===== src/sfsf_pkg.sv =====
// Shared types and sizes for the scanline fill span finder.
// Used by every module of the block; depends on nothing.
package sfsf_pkg;

    localparam int MAX_WIDTH = 1024;
    localparam int PIX_W     = 32;
    localparam int POS_W     = 11;
    localparam int COL_W     = $clog2(MAX_WIDTH);
    localparam int SPAN_W    = COL_W + 1;
    localparam int DATA_W    = ((2 * POS_W + 7) / 8) * 8;

    typedef struct packed {
        logic             frame_start;
        logic             row_end;
        logic [PIX_W-1:0] pixel;
    } item_t;

    typedef struct packed {
        logic             fill_valid;
        logic [POS_W-1:0] fill_end;
        logic [POS_W-1:0] fill_start;
    } result_t;

endpackage


===== src/sfsf_in_stage.sv =====
// Input register of the span finder: holds one pixel request.
// Depends on sfsf_pkg.
module sfsf_in_stage (
    input  logic           clk,
    input  logic           rst_n,
    input  logic           in_valid,
    output logic           in_ready,
    input  sfsf_pkg::item_t in_item,
    input  logic           out_free,
    output logic           advance,
    output sfsf_pkg::item_t item
);
    import sfsf_pkg::*;

    logic  vld_reg;
    logic  vld_next;
    item_t item_reg;

    assign advance  = vld_reg && out_free;
    assign in_ready = !vld_reg || advance;
    assign item     = item_reg;

    always_comb
    begin
        vld_next = vld_reg;
        if (in_ready)
        begin
            vld_next = in_valid;
        end
    end

    always_ff @(posedge clk or negedge rst_n)
    begin
        if (!rst_n)
        begin
            vld_reg <= 1'b0;
        end
        else
        begin
            vld_reg <= vld_next;
        end
    end

    // Capture a new request whenever the slot is free or drains this cycle.
    always_ff @(posedge clk)
    begin
        if (in_ready && in_valid)
        begin
            item_reg <= in_item;
        end
    end

endmodule


===== src/sfsf_span_core.sv =====
// Row state and span logic: classifies one pixel per cycle when advance
// is high and forms the span at row end. Depends on sfsf_pkg.
module sfsf_span_core (
    input  logic              clk,
    input  logic              rst_n,
    input  logic              cfg_we,
    input  logic [31:0]       cfg_wdata,
    input  logic              advance,
    input  sfsf_pkg::item_t   item,
    output logic              res_valid,
    output sfsf_pkg::result_t result
);
    import sfsf_pkg::*;

    logic [PIX_W-1:0]  boundary_reg;
    logic [COL_W-1:0]  column_reg, column_next;
    logic              first_seen_reg, first_seen_next;
    logic [SPAN_W-1:0] first_pos_reg, first_pos_next;
    logic              in_run_reg, in_run_next;
    logic [SPAN_W-1:0] run_end_reg, run_end_next;
    logic              after_seen_reg, after_seen_next;
    logic [SPAN_W-1:0] after_pos_reg, after_pos_next;
    logic [SPAN_W-1:0] kept_start_reg, kept_start_next;
    logic              kept_start_ok_reg, kept_start_ok_next;
    logic [SPAN_W-1:0] kept_end_reg, kept_end_next;
    logic              kept_end_ok_reg, kept_end_ok_next;

    logic [COL_W-1:0]  col;
    logic [SPAN_W-1:0] col_pos;
    logic              hit;
    logic              fs;
    logic [SPAN_W-1:0] fp;
    logic              ifr;
    logic [SPAN_W-1:0] re;
    logic              as;
    logic [SPAN_W-1:0] ap;
    logic [SPAN_W-1:0] ks;
    logic              kso;
    logic [SPAN_W-1:0] ke;
    logic              keo;
    logic              have_start, have_end, span_ok;
    logic [SPAN_W-1:0] start_pos, end_pos;

    assign hit     = (item.pixel == boundary_reg);
    assign col     = item.frame_start ? '0 : column_reg;
    assign col_pos = {1'b0, col};
    assign ks      = item.frame_start ? '0 : kept_start_reg;
    assign kso     = item.frame_start ? 1'b0 : kept_start_ok_reg;
    assign ke      = item.frame_start ? '0 : kept_end_reg;
    assign keo     = item.frame_start ? 1'b0 : kept_end_ok_reg;

    // Pixel classification against the row state (cleared on frame start).
    always_comb
    begin
        fs  = item.frame_start ? 1'b0 : first_seen_reg;
        fp  = item.frame_start ? '0 : first_pos_reg;
        ifr = item.frame_start ? 1'b0 : in_run_reg;
        re  = item.frame_start ? '0 : run_end_reg;
        as  = item.frame_start ? 1'b0 : after_seen_reg;
        ap  = item.frame_start ? '0 : after_pos_reg;
        if (hit)
        begin
            if (!fs)
            begin
                fs  = 1'b1;
                fp  = col_pos;
                ifr = 1'b1;
                re  = col_pos + 1'b1;
            end
            else if (ifr)
            begin
                re = col_pos + 1'b1;
            end
            else
            begin
                as = 1'b1;
                ap = col_pos;
            end
        end
        else if (fs)
        begin
            ifr = 1'b0;
        end
    end

    // Span: after the first run to the last boundary, else kept start/end.
    always_comb
    begin
        have_start = 1'b0;
        have_end   = 1'b0;
        start_pos  = '0;
        end_pos    = '0;
        if (fs)
        begin
            if (!ifr)
            begin
                start_pos  = re;
                have_start = 1'b1;
            end
        end
        else if (kso && (ks <= col_pos))
        begin
            start_pos  = ks;
            have_start = 1'b1;
        end
        if (have_start)
        begin
            if (as)
            begin
                end_pos  = ap;
                have_end = 1'b1;
            end
            else if (keo)
            begin
                end_pos  = ke;
                have_end = 1'b1;
            end
        end
        span_ok = have_start && have_end && (end_pos > start_pos);
    end

    assign res_valid         = advance && item.row_end;
    assign result.fill_valid = span_ok;
    assign result.fill_start = span_ok ? POS_W'(start_pos) : '0;
    assign result.fill_end   = span_ok ? POS_W'(end_pos) : '0;

    always_comb
    begin
        column_next        = col;
        first_seen_next    = fs;
        first_pos_next     = fp;
        in_run_next        = ifr;
        run_end_next       = re;
        after_seen_next    = as;
        after_pos_next     = ap;
        kept_start_next    = ks;
        kept_start_ok_next = kso;
        kept_end_next      = ke;
        kept_end_ok_next   = keo;
        if (item.row_end)
        begin
            if (fs)
            begin
                kept_start_next    = fp;
                kept_start_ok_next = 1'b1;
            end
            if (have_start && as)
            begin
                kept_end_next    = ap;
                kept_end_ok_next = 1'b1;
            end
            // drop the row state for the next row
            column_next     = '0;
            first_seen_next = 1'b0;
            first_pos_next  = '0;
            in_run_next     = 1'b0;
            run_end_next    = '0;
            after_seen_next = 1'b0;
            after_pos_next  = '0;
        end
        else if (col < COL_W'(MAX_WIDTH - 1))
        begin
            column_next = col + 1'b1;
        end
    end

    always_ff @(posedge clk or negedge rst_n)
    begin
        if (!rst_n)
        begin
            boundary_reg      <= '0;
            column_reg        <= '0;
            first_seen_reg    <= 1'b0;
            first_pos_reg     <= '0;
            in_run_reg        <= 1'b0;
            run_end_reg       <= '0;
            after_seen_reg    <= 1'b0;
            after_pos_reg     <= '0;
            kept_start_reg    <= '0;
            kept_start_ok_reg <= 1'b0;
            kept_end_reg      <= '0;
            kept_end_ok_reg   <= 1'b0;
        end
        else
        begin
            if (cfg_we)
            begin
                boundary_reg <= cfg_wdata;
            end
            if (advance)
            begin
                column_reg        <= column_next;
                first_seen_reg    <= first_seen_next;
                first_pos_reg     <= first_pos_next;
                in_run_reg        <= in_run_next;
                run_end_reg       <= run_end_next;
                after_seen_reg    <= after_seen_next;
                after_pos_reg     <= after_pos_next;
                kept_start_reg    <= kept_start_next;
                kept_start_ok_reg <= kept_start_ok_next;
                kept_end_reg      <= kept_end_next;
                kept_end_ok_reg   <= kept_end_ok_next;
            end
        end
    end

endmodule


===== src/sfsf_out_stage.sv =====
// Result register of the span finder: holds one span until taken.
// Depends on sfsf_pkg.
module sfsf_out_stage (
    input  logic              clk,
    input  logic              rst_n,
    input  logic              load,
    input  sfsf_pkg::result_t result,
    input  logic              out_ready,
    output logic              out_valid,
    output logic              out_free,
    output sfsf_pkg::result_t out_result
);
    import sfsf_pkg::*;

    logic    vld_reg;
    logic    vld_next;
    result_t res_reg;

    assign out_valid  = vld_reg;
    assign out_free   = !vld_reg || out_ready;
    assign out_result = res_reg;

    always_comb
    begin
        vld_next = vld_reg;
        if (load)
        begin
            vld_next = 1'b1;
        end
        else if (out_ready)
        begin
            vld_next = 1'b0;
        end
    end

    always_ff @(posedge clk or negedge rst_n)
    begin
        if (!rst_n)
        begin
            vld_reg <= 1'b0;
        end
        else
        begin
            vld_reg <= vld_next;
        end
    end

    always_ff @(posedge clk)
    begin
        if (load)
        begin
            res_reg <= result;
        end
    end

endmodule


===== src/scanline_fill_span_finder.sv =====
// Scanline fill span finder.
// Input stream: one destination pixel per request; tlast marks row end,
// tuser marks frame start.
// Output stream: one span request per row, sent for the row-end pixel.
// Config: cfg_we/cfg_wdata write the boundary color; the user must write it
// only while idle, and the block itself does not enforce this.
// A row-end pixel is held in the input register, and the result register
// loads its span once that register is free.
// Throughput: one pixel per cycle while not stalled; the compare and the
// row-state update are combinational between the input and result registers.
// Stall: while a span waits on m_tready, pixels that do not end a row keep
// flowing; s_tready drops only when the result register is full, m_tready
// is low and the held pixel ends a row.
// Reset: clears the boundary color, column counter, row state and the
// spans kept across rows; both registers come up empty.
// A frame-start pixel clears the kept spans and begins column zero.
module scanline_fill_span_finder (
    input  logic                       clk,
    input  logic                       rst_n,
    input  logic                       cfg_we,
    input  logic [31:0]                cfg_wdata,
    input  logic                       s_tvalid,
    output logic                       s_tready,
    input  logic [31:0]                s_tdata,  // dest_pixel
    input  logic                       s_tlast,  // row_end
    input  logic                       s_tuser,  // frame_start
    output logic                       m_tvalid,
    input  logic                       m_tready,
    output logic [sfsf_pkg::DATA_W-1:0] m_tdata, // fill_start, fill_end, zero pad
    output logic                       m_tuser   // fill_valid
);
    import sfsf_pkg::*;

    item_t   in_item;
    item_t   item;
    result_t result;
    result_t out_result;
    logic    advance;
    logic    out_free;
    logic    res_valid;

    assign in_item.pixel       = s_tdata;
    assign in_item.row_end     = s_tlast;
    assign in_item.frame_start = s_tuser;

    sfsf_in_stage u_in (
        .clk      (clk),
        .rst_n    (rst_n),
        .in_valid (s_tvalid),
        .in_ready (s_tready),
        .in_item  (in_item),
        .out_free (out_free || !item.row_end),
        .advance  (advance),
        .item     (item)
    );

    sfsf_span_core u_core (
        .clk       (clk),
        .rst_n     (rst_n),
        .cfg_we    (cfg_we),
        .cfg_wdata (cfg_wdata),
        .advance   (advance),
        .item      (item),
        .res_valid (res_valid),
        .result    (result)
    );

    sfsf_out_stage u_out (
        .clk        (clk),
        .rst_n      (rst_n),
        .load       (res_valid),
        .result     (result),
        .out_ready  (m_tready),
        .out_valid  (m_tvalid),
        .out_free   (out_free),
        .out_result (out_result)
    );

    assign m_tdata = {(DATA_W - 2 * POS_W)'(0), out_result.fill_end, out_result.fill_start};
    assign m_tuser = out_result.fill_valid;

endmodule


===== config.mk =====
export PLATFORM = sky130hd
export DESIGN_NAME = scanline_fill_span_finder
export DESIGN_NICKNAME = d
export VERILOG_FILES = /design/src/sfsf_pkg.sv /design/src/sfsf_in_stage.sv /design/src/sfsf_span_core.sv /design/src/sfsf_out_stage.sv /design/src/scanline_fill_span_finder.sv
export SDC_FILE = /design/constraint.sdc
export NUM_CORES = 1
export LEC_CHECK = 0
export BUFFER_PORTS_ARGS = -buffer_cell sky130_fd_sc_hd__buf_2
export CAP_MARGIN = 20
export CORE_MARGIN = 3
export CORE_UTILIZATION = 50
export DETAILED_ROUTE_END_ITERATION = 6
export PLACE_DENSITY_LB_ADDON = 0.3
export SLEW_MARGIN = 30
export SYNTH_ARGS = -nofsm -noshare
export SYNTH_HDL_FRONTEND = slang
export SYNTH_SLANG_ARGS = --single-unit

===== constraint.sdc =====
create_clock -name clk -period 8.6 [get_ports clk]
set_input_delay 0.86 -clock clk [delete_from_list [all_inputs] [get_ports clk]]
set_output_delay 0.86 -clock clk [all_outputs]
set_load 0.005 [all_outputs]

==> out/summary.log, run 1 <==
[outcome] result of the run finished clean
[synth] post-synth cell types 59
[placement] count of buffers inserted at the top-level ports 95
[clock_network] Hold-fix buffers, CTS 0
[sta] Final Hold Violating Endpoints 0
[drt] number of nets with antenna violations after routing 0
[clock_network] TritonCTS clock tree yes
[global_routing] number of antenna violations at the first check in global routing 0
[floorplanning] floorplan die area 0.01741 mm2
[clock_network] master cell of the clock root buffer sky130_fd_sc_hd__clkbuf_16
[drt] Iteration-0 DRC Markers 457
[finish] relative area change from synthesis to final layout 15.65%
[synth] sequential-to-total area share from yosys stat 0.5440
[setup_path] startpoint of the worst-slack reg-to-reg timing path u_in.item[33]
[synth] Commonest cells post-synth sky130_fd_sc_hd__dfrtp_1 (104), sky130_fd_sc_hd__edfxtp_1 (57), sky130_fd_sc_hd__nand2_1 (45), sky130_fd_sc_hd__mux2_2 (34), sky130_fd_sc_hd__xor2_1 (34)
[global_routing] number of global-route vias before repair 5693
[sta] setup TNS 0 ns
[finish] area of all placed cells without fillers 0.009171 mm2
[setup_path] critical path launch point type flip-flop
[synth] Mapped Cells 650
[sta] maximum frequency from static timing analysis 178.3 MHz
[placement] half-perimeter wire length after detailed placement 13160 um
[synth] library cell with the highest instance count after synthesis sky130_fd_sc_hd__dfrtp_1
[synth] flip-flop and latch count after synthesis 161
[clock_network] maximum buffer depth of the clock tree 2
[setup_path] critical path class flip-flop to flip-flop
[global_routing] total congestion overflow after global routing 0
[pwr] VDD IR max 0.1272 mV
[sta] total of endpoints with negative setup slack in the final report 0
[global_routing] grt peak-use layer met2
[pwr] Clk pwr share 0.432
[global_routing] global-route track usage on met2 0.3532
[sta] pin slew with the least headroom to its limit 0.8596 ns
[synth] Area contributors post-synth sky130_fd_sc_hd__dfrtp_1 (33%), sky130_fd_sc_hd__edfxtp_1 (22%), sky130_fd_sc_hd__mux2_2 (4.8%)
[synth] main flop type after synthesis sky130_fd_sc_hd__dfrtp_1
[sta] Tmin final 5.608 ns
[pwr] Logic pwr share 0.075
[global_routing] routing usage on met1 0.2845
[sta] Max Clock Skew 0.01687 ns
[drt] total number of vias 5528
[global_routing] overall routing resource usage 0.2161
[sta] setup repair after global routing missed its margin no
[global_routing] met3 demand-to-capacity share in global routing 0.04885
[setup_path] required time of the critical path 8.72 ns
[placement] Placed Instance Area 0.008574 mm2
[sta] ratio of final minimum period to clock period 0.6521
[synth] dominant cell type by area after synthesis sky130_fd_sc_hd__dfrtp_1
[synth] Yosys warning count 0
[sta] Worst Setup Slack, final 2.992 ns
[floorplanning] IO Count 98
[setup_path] data arrival time of the critical path 5.73 ns
[sta] worst relative slew slack 0.4121
[worst_hold_path] worst min-delay path category primary input to asynchronous set/reset pin
[setup_path] Worst setup EP type flip-flop
[finish] flip-flop count of the largest register after layout 34
[job] total of max-cap violations 0
[synth] number of enable-type register cells in the synthesized netlist 57
[synth] Synth async-reset ratio 0.6460
[clock_network] # H-tree levels 4
[placement] worst setup slack after placement 3.089 ns
[clock_network] post_cts resized 0
[pwr] Sequential Power Share 0.493
[drt] mean routed wirelength per cell 19.03 um
[setup_path] Register-to-Register Setup Slack 2.99 ns
[synth] netlist area before placement 0.007930 mm2
[finish] number of antenna repair diodes 0
[pwr] power density over cell area 187.9 mW/mm2
[global_routing] first-pass GRT wire length 29720 um
[floorplanning] area of the core 0.01537 mm2
[placement] Placer Congestion 0.9380
[pwr] standby leakage power 4.018 nW
[setup_path] Worst R2R Path Depth 18
[floorplanning] # rows 45
[clock_network] total setup buffers inserted after CTS 0
[floorplanning] die width 131.9 um
[floorplanning] initial standard-cell utilization of the core 0.5159
[pwr] total power after layout 1.723 mW
[clock_network] clock insertion delay at the later pin of the skew report 0.44 ns
[setup_path] Crit Path Max Fanout 33
[global_routing] largest net degree at the start of global routing 71
[drt] Remaining DRCs 0
[finish] share of final-layout standard cells stronger than drive strength 1 0.2550
[synth] area share of the largest cell type after synthesis 0.3282
[sta] count of final max-slew check failures 0
[clock_network] clock slew seen by the registers of the worst setup and hold paths 0.06 ns
[pwr] switching share of power 0.2507
[drt] routed via count divided by cell count 5.758
[pwr] net switching power of the design 0.4319 mW
[drt] First-pass DRT Iterations 6
[drt] Total Wirelength 18270 um
[setup_path] worst r2r dst u_out.out_result[21]
[clock_network] number of clock sinks seen by CTS 161
[floorplanning] height of the die 131.9 um
[clock_network] clock buffers created by TritonCTS 17
[pwr] Int Pwr 1.291 mW
[finish] # nets final 828
[synth] per-instance average area after synthesis 12.20 um2
## cells by family after synthesis
family,share of synthesized area
other cells,0.0004729
buf+inv,0.03282
fa+ha+maj,0.03313
simple gates,0.1070
xor+xnor,0.04639
mux,0.1037
compound gates,0.1325
flops,0.5440
## layer usage
layer | share of wire | up-vias | wire [um]
li1 | - | 2584 | -
met1 | 0.44 | 2718 | 7994
met2 | 0.48 | 204 | 8832
met3 | 0.059 | 22 | 1081
met4 | 0.020 | 0 | 359
met5 | 0 | - | 0
## power groups by stage
stage                     sequential [mW]  combinational, mW  clock (mW)
after floorplan                     0.859             0.0802           0
after global placement              0.862              0.125           0
after detailed placement            0.865              0.129           0
after CTS                           0.849              0.130       0.760
after global routing                0.852              0.143       0.796
final                               0.849              0.129       0.745
## worst max-delay path by stage
stage | slack, ns | to | cells past startpoint | start
2_1_floorplan | 3.77 | u_out.out_result[12] | 22 | u_in.item[33]
3_3_place_gp | 3.23 | u_out.out_result[21] | 18 | u_in.item[33]
3_5_place_dp | 3.09 | u_out.out_result[21] | 18 | u_in.item[33]
4_1_cts | 3.05 | u_out.out_result[21] | 18 | u_in.item[33]
5_1_grt | 2.57 | u_out.out_result[21] | 18 | u_in.item[33]
6_report | 2.99 | u_out.out_result[21] | 18 | u_in.item[33]
## final cells by class
class                           count  area (um2)
Multi-Input combinational cell    427        3369
Tap cell                          211       264.0
Timing Repair Buffer              103       541.8
Sequential cell                   161        4314
Clock inverter                     15       158.9
Clock buffer                       17       425.4
Inverter                           26       97.59
Fill cell                        1235        6200
## through the flow
stage / hold slack [ns] / instances / util
after detailed placement: 0.4645 / 928 / 0.5578
final: 0.3862 / 960 / 0.5967
after global placement: 0.4631 / 928 / 0.5578
after CTS: 0.3866 / 960 / 0.5958
after global routing: 0.4023 / 960 / 0.5967
after floorplan: 0.4422 / 651 / -
## cell usage in the layout (no fill, tap or decap), types with 9 or more instances in the layout
cell type | netlist | layout
sky130_fd_sc_hd__a21o_1 | 10 | 10
sky130_fd_sc_hd__a21oi_1 | 18 | 18
sky130_fd_sc_hd__a22o_1 | 23 | 23
sky130_fd_sc_hd__a32oi_1 | 14 | 14
sky130_fd_sc_hd__and2_1 | 11 | 11
sky130_fd_sc_hd__buf_2 | 4 | 94
sky130_fd_sc_hd__clkbuf_16 | 0 | 17
sky130_fd_sc_hd__dfrtp_1 | 104 | 104
sky130_fd_sc_hd__edfxtp_1 | 57 | 57
sky130_fd_sc_hd__ha_1 | 21 | 21
sky130_fd_sc_hd__inv_1 | 24 | 24
sky130_fd_sc_hd__mux2_1 | 9 | 9
sky130_fd_sc_hd__mux2_2 | 34 | 34
sky130_fd_sc_hd__mux2i_1 | 18 | 18
sky130_fd_sc_hd__nand2_1 | 45 | 45
sky130_fd_sc_hd__nor2_1 | 15 | 15
sky130_fd_sc_hd__nor2b_1 | 18 | 18
sky130_fd_sc_hd__nor3_1 | 20 | 20
sky130_fd_sc_hd__nor4_1 | 12 | 12
sky130_fd_sc_hd__o21ai_0 | 15 | 15
sky130_fd_sc_hd__o2bb2ai_1 | 11 | 11
sky130_fd_sc_hd__xor2_1 | 34 | 34
## worst max-delay path, cell delays in order (launching register included)
cell and delay, ns:
sky130_fd_sc_hd__edfxtp_1 0.36, sky130_fd_sc_hd__buf_4 0.26, sky130_fd_sc_hd__inv_2 0.42, sky130_fd_sc_hd__nand2_1 0.24, sky130_fd_sc_hd__ha_1 0.37, sky130_fd_sc_hd__a21o_1 0.19, sky130_fd_sc_hd__a211o_1 0.29, sky130_fd_sc_hd__a221o_1 0.38
sky130_fd_sc_hd__a21oi_1 0.69, sky130_fd_sc_hd__a32oi_1 0.26, sky130_fd_sc_hd__inv_1 0.11, sky130_fd_sc_hd__ha_1 0.24, sky130_fd_sc_hd__nor2b_1 0.13, sky130_fd_sc_hd__o21a_1 0.16, sky130_fd_sc_hd__o21a_1 0.16, sky130_fd_sc_hd__o21a_1 0.16
sky130_fd_sc_hd__o2111ai_1 0.18, sky130_fd_sc_hd__a31o_2 0.53, sky130_fd_sc_hd__a2111oi_0 0.16
Power figures use the tool's default switching activity.
==> run 2: changes to the inputs <==
==> constraint.sdc (replaced) <==
create_clock -name clk -period 5.6 [get_ports clk]
set_input_delay 0.56 -clock clk [delete_from_list [all_inputs] [get_ports clk]]
set_output_delay 0.56 -clock clk [all_outputs]
set_load 0.005 [all_outputs]
==> run 2 against run 1 <==
  * Die area unchanged
  * Critical endpoint unchanged
  * Hold slack worse by 0.21 ns
  * Cell area about the same
  * Non-clock buffer count up 4
  * Sequential cell count unchanged
  * First-iteration DRC count down 14%
  * Combinational power up 55%
  * Largest power group unchanged
  * Largest cell class unchanged
  * Critical path depth down 2
==> out/summary.log, run 2 (synthesized netlist as in run 1, its figures left out) <==
[outcome] result of the run finished clean [unchanged]
[sta] pin slew with the least headroom to its limit 0.8921 ns [was 0.8596 ns]
[setup_path] critical path launch point type flip-flop [unchanged]
[worst_hold_path] worst min-delay path category primary input to asynchronous set/reset pin [unchanged]
[finish] area of all placed cells without fillers 0.009164 mm2 [was 0.009171 mm2]
[global_routing] number of global-route vias before repair 5705 [was 5693]
[clock_network] clock buffers created by TritonCTS 17 [unchanged]
[floorplanning] IO Count 98 [unchanged]
[sta] Max Clock Skew 0.01210 ns [was 0.01687 ns]
[clock_network] # H-tree levels 4 [unchanged]
[drt] number of nets with antenna violations after routing 0 [unchanged]
[pwr] total power after layout 2.595 mW [was 1.723 mW]
[global_routing] number of antenna violations at the first check in global routing 0 [unchanged]
[finish] leading cell types in the layout, fill and taps excluded sky130_fd_sc_hd__dfrtp_1 (104), sky130_fd_sc_hd__buf_2 (94), sky130_fd_sc_hd__edfxtp_1 (57) [unchanged]
[setup_path] critical path capture point u_out.out_result[21] [unchanged]
[pwr] standby leakage power 4.010 nW [was 4.018 nW]
[clock_network] total setup buffers inserted after CTS 0 [unchanged]
[finish] final standard cell count with taps included and fillers excluded 964 [was 960]
[setup_path] Crit Path Max Fanout 23 [was 33]
[drt] Remaining DRCs 0 [unchanged]
[setup_path] critical path class flip-flop to flip-flop [unchanged]
[clock_network] TritonCTS clock tree yes [unchanged]
[clock_network] clock slew seen by the registers of the worst setup and hold paths 0.06 ns [about the same]
[finish] commonest non-fill, non-tap cell in the layout sky130_fd_sc_hd__dfrtp_1 [unchanged]
[drt] Total Wirelength 18460 um [was 18270 um]
[global_routing] overall routing resource usage 0.2174 [was 0.2161]
[placement] half-perimeter wire length after detailed placement 13190 um [was 13160 um]
[sta] Worst Setup Slack, final 0.4978 ns [was 2.992 ns]
[floorplanning] # rows 45 [unchanged]
[clock_network] Hold-fix buffers, CTS 0 [unchanged]
[setup_path] worst r2r dst u_out.out_result[21] [unchanged]
[floorplanning] area of the core 0.01537 mm2 [unchanged]
[floorplanning] floorplan die area 0.01741 mm2 [unchanged]
[setup_path] required time of the critical path 5.75 ns [was 8.72 ns]
[floorplanning] height of the die 131.9 um [unchanged]
[drt] routed via count divided by cell count 5.791 [was 5.758]
[drt] total number of vias 5583 [was 5528]
[global_routing] total congestion overflow after global routing 0 [unchanged]
[setup_path] startpoint of the worst-slack reg-to-reg timing path u_in.item[33] [unchanged]
[drt] mean routed wirelength per cell 19.15 um [was 19.03 um]
[clock_network] post_cts resized 0 [unchanged]
[setup_path] Register-to-Register Setup Slack 0.50 ns [was 2.99 ns]
[placement] count of buffers inserted at the top-level ports 95 [unchanged]
[job] total of max-cap violations 0 [unchanged]
[sta] total of endpoints with negative setup slack in the final report 0 [unchanged]
[clock_network] clock insertion delay at the later pin of the skew report 0.43 ns [was 0.44 ns]
[floorplanning] die width 131.9 um [unchanged]
[placement] number of cells after detailed placement 932 [was 928]
[drt] Iteration-0 DRC Markers 391 [was 457]
[pwr] power density over cell area 283.2 mW/mm2 [was 187.9 mW/mm2]
[sta] setup TNS 0 ns [unchanged]
[clock_network] number of clock sinks seen by CTS 161 [unchanged]
[placement] Placer Congestion 0.9156 [was 0.9380]
[floorplanning] initial standard-cell utilization of the core 0.5159 [unchanged]
[finish] # nets final 832 [was 828]
[setup_path] Worst setup EP type flip-flop [unchanged]
[sta] count of final max-slew check failures 0 [unchanged]
[sta] tightest hold margin 0.1734 ns [was 0.3862 ns]
[clock_network] master cell of the clock root buffer sky130_fd_sc_hd__clkbuf_16 [unchanged]
[clock_network] maximum buffer depth of the clock tree 2 [unchanged]
[finish] share of final-layout standard cells stronger than drive strength 1 0.2563 [was 0.2550]
[sta] ratio of final minimum period to clock period 0.9111 [was 0.6521]
[setup_path] Worst R2R Path Depth 16 [was 18]
[drt] First-pass DRT Iterations 5 [was 6]
[placement] worst setup slack after placement 0.5693 ns [was 3.089 ns]
[finish] relative area change from synthesis to final layout 15.56% [was 15.65%]
[finish] Core Util, Final 0.5962 [was 0.5967]
[finish] number of antenna repair diodes 0 [unchanged]
[setup_path] data arrival time of the critical path 5.25 ns [was 5.73 ns]
[sta] Tmin final 5.102 ns [was 5.608 ns]
[sta] setup repair after global routing missed its margin no [unchanged]
[global_routing] largest net degree at the start of global routing 54 [was 71]
[placement] Placed Instance Area 0.008605 mm2 [was 0.008574 mm2]
[finish] flip-flop count of the largest register after layout 34 [unchanged]
[setup_path] crit path launch u_in.item[33] [unchanged]
[sta] maximum frequency from static timing analysis 196.0 MHz [was 178.3 MHz]
[pwr] VDD IR max 0.1952 mV [was 0.1272 mV]
[sta] Final Hold Violating Endpoints 0 [unchanged]
[global_routing] first-pass GRT wire length 30040 um [was 29720 um]
[sta] worst relative slew slack 0.3990 [was 0.4121]
[run 2: area by class of cell]
cell class,count,area [um2]
Fill cell,1225,6207
Tap cell,211,264.0
Clock inverter,14,130.1
Inverter,26,97.59
Multi-Input combinational cell,427,3361
Clock buffer,18,429.2
Timing Repair Buffer,107,568.0
Sequential cell,161,4314
[run 2: per-layer routing]
layer	wire length [um]	global-route usage	vias to the layer above
met1	8054	0.2933	2714
met3	1321	0.05191	38
met4	603	0.09218	0
met5	0	0	-
met2	8478	0.3392	242
li1	-	-	2589
[run 2: worst min-delay path by stage]
stage	start	end	slack, ns
after floorplan	rst_n	u_core.after_pos_reg[0]	0.26
after global placement	u_core.run_end_reg[10]	u_core.run_end_reg[10]	0.46
after detailed placement	u_core.kept_start_reg[9]	u_core.kept_start_reg[9]	0.47
after CTS	rst_n	u_core.boundary_reg[30]	0.20
after global routing	rst_n	u_core.boundary_reg[8]	0.22
final	rst_n	u_core.boundary_reg[8]	0.17
[run 2: report_power, final]
group	leakage, nW	internal [mW]	switching [mW]
Sequential	1.94	1.27	0.0328
Combinational	1.81	0.0801	0.120
Clock	0.261	0.616	0.474
Total	4.01	1.97	0.627
[run 2: worst max-delay path: stages, from the launching register on]
cell and delay [ns]:
sky130_fd_sc_hd__edfxtp_1 0.41, sky130_fd_sc_hd__inv_2 0.26, sky130_fd_sc_hd__nand2_1 0.29, sky130_fd_sc_hd__ha_1 0.40
sky130_fd_sc_hd__a21o_1 0.19, sky130_fd_sc_hd__a211o_1 0.30, sky130_fd_sc_hd__a221o_1 0.38, sky130_fd_sc_hd__a2111oi_4 0.63
sky130_fd_sc_hd__a21oi_1 0.19, sky130_fd_sc_hd__ha_1 0.33, sky130_fd_sc_hd__nor2b_1 0.13, sky130_fd_sc_hd__o21a_1 0.16
sky130_fd_sc_hd__o21a_1 0.17, sky130_fd_sc_hd__o21a_1 0.16, sky130_fd_sc_hd__o2111ai_1 0.18, sky130_fd_sc_hd__a31o_2 0.50
sky130_fd_sc_hd__a2111oi_0 0.14
==> run 3: changes to the inputs <==
--- a/config.mk
+++ b/config.mk
@@ -7,10 +7,11 @@
 export LEC_CHECK = 0
 export BUFFER_PORTS_ARGS = -buffer_cell sky130_fd_sc_hd__buf_2
 export CAP_MARGIN = 20
-export CORE_MARGIN = 3
+export CORE_MARGIN = 2
 export CORE_UTILIZATION = 50
 export DETAILED_ROUTE_END_ITERATION = 6
 export PLACE_DENSITY_LB_ADDON = 0.3
+export RECOVER_POWER = 25
 export SLEW_MARGIN = 30
 export SYNTH_ARGS = -nofsm -noshare
 export SYNTH_HDL_FRONTEND = slang
==> run 3 against run 2 <==
  * The run now ends with max-capacitance violations, max-slew violations left
  * Register-to-register slack got worse by 0.03 ns
  * Combinational power barely moved
  * Maximum frequency fell by 0.65%
  * Clock skew rose by 0.0019 ns
  * Sequential power barely moved
  * Die area fell by 3.0%
  * Critical endpoint unchanged
  * Largest cell class unchanged
==> out/summary.log, run 3 (synthesized netlist as in run 1, its figures left out) <==
[clock_network] Hold-fix buffers, CTS 0 [unchanged]
[drt] total number of vias 5631 [was 5583]
[clock_network] master cell of the clock root buffer sky130_fd_sc_hd__clkbuf_16 [unchanged]
[global_routing] overall routing resource usage 0.2354 [was 0.2174]
[drt] Iteration-0 DRC Markers 386 [was 391]
[finish] commonest non-fill, non-tap cell in the layout sky130_fd_sc_hd__dfrtp_1 [unchanged]
[clock_network] number of clock sinks seen by CTS 161 [unchanged]
[setup_path] number of buffers and inverters on the critical path 1 [unchanged]
[floorplanning] # rows 46 [was 45]
[setup_path] Worst R2R Path Depth 16 [unchanged]
[global_routing] number of global-route vias before repair 5733 [was 5705]
[floorplanning] floorplan die area 0.01688 mm2 [was 0.01741 mm2]
[sta] worst relative slew slack -0.9588 [was 0.3990]
[setup_path] startpoint of the worst-slack reg-to-reg timing path u_in.item[33] [unchanged]
[setup_path] worst r2r dst u_out.out_result[21] [unchanged]
[finish] count of fill cells added during filler insertion 1285 [was 1225]
[floorplanning] IO Count 98 [unchanged]
[sta] Final Hold Violating Endpoints 0 [unchanged]
[sta] maximum frequency from static timing analysis 194.7 MHz [was 196.0 MHz]
[setup_path] critical path class flip-flop to flip-flop [unchanged]
[clock_network] clock buffers created by TritonCTS 17 [unchanged]
[clock_network] maximum buffer depth of the clock tree 2 [unchanged]
[global_routing] total congestion overflow after global routing 0 [unchanged]
[drt] number of nets with antenna violations after routing 0 [unchanged]
[setup_path] Crit Path Max Fanout 23 [unchanged]
[pwr] standby leakage power 4.040 nW [was 4.010 nW]
[sta] count of final max-slew check failures 56 [was 0]
[clock_network] clock insertion delay at the later pin of the skew report 0.44 ns [was 0.43 ns]
[setup_path] Worst setup EP type flip-flop [unchanged]
[setup_path] required time of the critical path 5.74 ns [was 5.75 ns]
[sta] Max Clock Skew 0.01398 ns [was 0.01210 ns]
[finish] Core Util, Final 0.5860 [was 0.5962]
[setup_path] Crit. path cell count 16 [unchanged]
[sta] total of endpoints with negative setup slack in the final report 0 [unchanged]
[finish] leading cell types in the layout, fill and taps excluded sky130_fd_sc_hd__dfrtp_1 (104), sky130_fd_sc_hd__buf_2 (94), sky130_fd_sc_hd__edfxtp_1 (57) [unchanged]
[sta] setup repair after global routing missed its margin no [unchanged]
[global_routing] largest net degree at the start of global routing 56 [was 54]
[floorplanning] height of the die 129.9 um [was 131.9 um]
[finish] number of antenna repair diodes 0 [unchanged]
[drt] mean routed wirelength per cell 18.96 um [was 19.15 um]
[global_routing] first-pass GRT wire length 30170 um [was 30040 um]
[setup_path] cell family with the largest share of critical-path delay compound AO/OA/AOI/OAI gates [unchanged]
[setup_path] critical path capture point u_out.out_result[21] [unchanged]
[sta] setup TNS 0 ns [unchanged]
[finish] flip-flop count of the largest register after layout 34 [unchanged]
[placement] worst setup slack after placement 0.5675 ns [was 0.5693 ns]
[sta] Tmin final 5.135 ns [was 5.102 ns]
[drt] First-pass DRT Iterations 7 [was 5]
[drt] Remaining DRCs 0 [unchanged]
[setup_path] delay contributed by the slowest stage of the critical path 0.68 ns [was 0.63 ns]
[worst_hold_path] worst min-delay path category primary input to flip-flop [was primary input to asynchronous set/reset pin]
[setup_path] Worst path most repeated cell sky130_fd_sc_hd__o21a_1 [unchanged]
[placement] Placed Instance Area 0.008632 mm2 [was 0.008605 mm2]
[pwr] power density over cell area 285.0 mW/mm2 [was 283.2 mW/mm2]
[placement] Placer Congestion 0.9290 [was 0.9156]
[clock_network] TritonCTS clock tree yes [unchanged]
[outcome] violations in the final reports max-capacitance violations, max-slew violations
[sta] pin slew with the least headroom to its limit 2.938 ns [was 0.8921 ns]
[clock_network] # H-tree levels 4 [unchanged]
[setup_path] crit path launch u_in.item[33] [unchanged]
[clock_network] total setup buffers inserted after CTS 0 [unchanged]
[placement] count of buffers inserted at the top-level ports 95 [unchanged]
[floorplanning] area of the core 0.01571 mm2 [was 0.01537 mm2]
[job] total of max-cap violations 1 [was 0]
[floorplanning] initial standard-cell utilization of the core 0.5047 [was 0.5159]
[pwr] VDD IR max 0.2323 mV [was 0.1952 mV]
[outcome] result of the run finished, violations left [was finished clean]
[drt] routed via count divided by cell count 5.793 [was 5.791]
[placement] half-perimeter wire length after detailed placement 13460 um [was 13190 um]
[finish] area of all placed cells without fillers 0.009208 mm2 [was 0.009164 mm2]
[setup_path] crit path max-delay cell type sky130_fd_sc_hd__a2111oi_4 [unchanged]
[clock_network] post_cts resized 0 [unchanged]
[clock_network] clock slew seen by the registers of the worst setup and hold paths 0.07 ns [was 0.06 ns]
[finish] # nets final 835 [was 832]
[setup_path] critical path launch point type flip-flop [unchanged]
[setup_path] Register-to-Register Setup Slack 0.46 ns [was 0.50 ns]
[finish] share of final-layout standard cells stronger than drive strength 1 0.2579 [was 0.2563]
[global_routing] number of antenna violations at the first check in global routing 0 [unchanged]
[sta] ratio of final minimum period to clock period 0.9170 [was 0.9111]
[floorplanning] die width 129.9 um [was 131.9 um]
[sta] Worst Setup Slack, final 0.4646 ns [was 0.4978 ns]
[finish] relative area change from synthesis to final layout 16.11% [was 15.56%]
[setup_path] data arrival time of the critical path 5.28 ns [was 5.25 ns]
[drt] Total Wirelength 18430 um [was 18460 um]
[setup_path] cell-by-cell listing of the critical path inv_2 > nand2_1 > ha_1 > a21o_1 > a211o_1 > a221o_1 > a2111oi_4 > a21oi_1 > ha_1 > nor2b_1 > o21a_1 > o21a_1 > o21a_1 > o2111ai_1 > a31o_2 > a2111oi_0 [unchanged]
[run 3: layout make-up]
class / instances / area [um2] / share of cell area
clock inverter: 14 / 141.4 / 0.01536
multi-input combinational: 427 / 3368 / 0.3658
inverter: 26 / 97.59 / 0.01060
tap: 216 / 270.3 / 0.02935
clock buffer: 18 / 429.2 / 0.04661
timing repair buffer: 110 / 586.8 / 0.06373
sequential: 161 / 4314 / 0.4685
[run 3: worst min path at each step]
stage,start,end,depth (start not counted)
6_report,s_tdata[0],u_in.item[0],1
3_5_place_dp,u_core.run_end_reg[10],u_core.run_end_reg[10],2
4_1_cts,rst_n,u_core.boundary_reg[10],1
5_1_grt,s_tdata[22],u_in.item[22],1
2_1_floorplan,rst_n,u_core.after_pos_reg[0],0
3_3_place_gp,u_core.run_end_reg[10],u_core.run_end_reg[10],2
[run 3: stage by stage]
stage,instances,hold WS (ns),power (mW)
finish,972,0.2992,2.624
floorplan,651,0.2644,1.443
CTS,972,0.1864,2.650
global route,972,0.2781,2.723
global placement,940,0.4576,1.522
detailed placement,940,0.4647,1.531
[run 3: report_power, final]
group / switching [mW] / total, mW / leakage, nW / internal [mW]
Clock: 0.524 / 1.12 / 0.279 / 0.594
Sequential: 0.0334 / 1.31 / 1.94 / 1.27
Combinational: 0.121 / 0.201 / 1.82 / 0.0805
Total: 0.678 / 2.62 / 4.04 / 1.95
[run 3: per-layer routing]
layer	GRT usage	wire, um	up-vias
met5	0	0	-
met3	0.06068	1295	44
met1	0.3224	8078	2769
li1	-	-	2601
met4	0.1151	727	0
met2	0.3511	8326	217
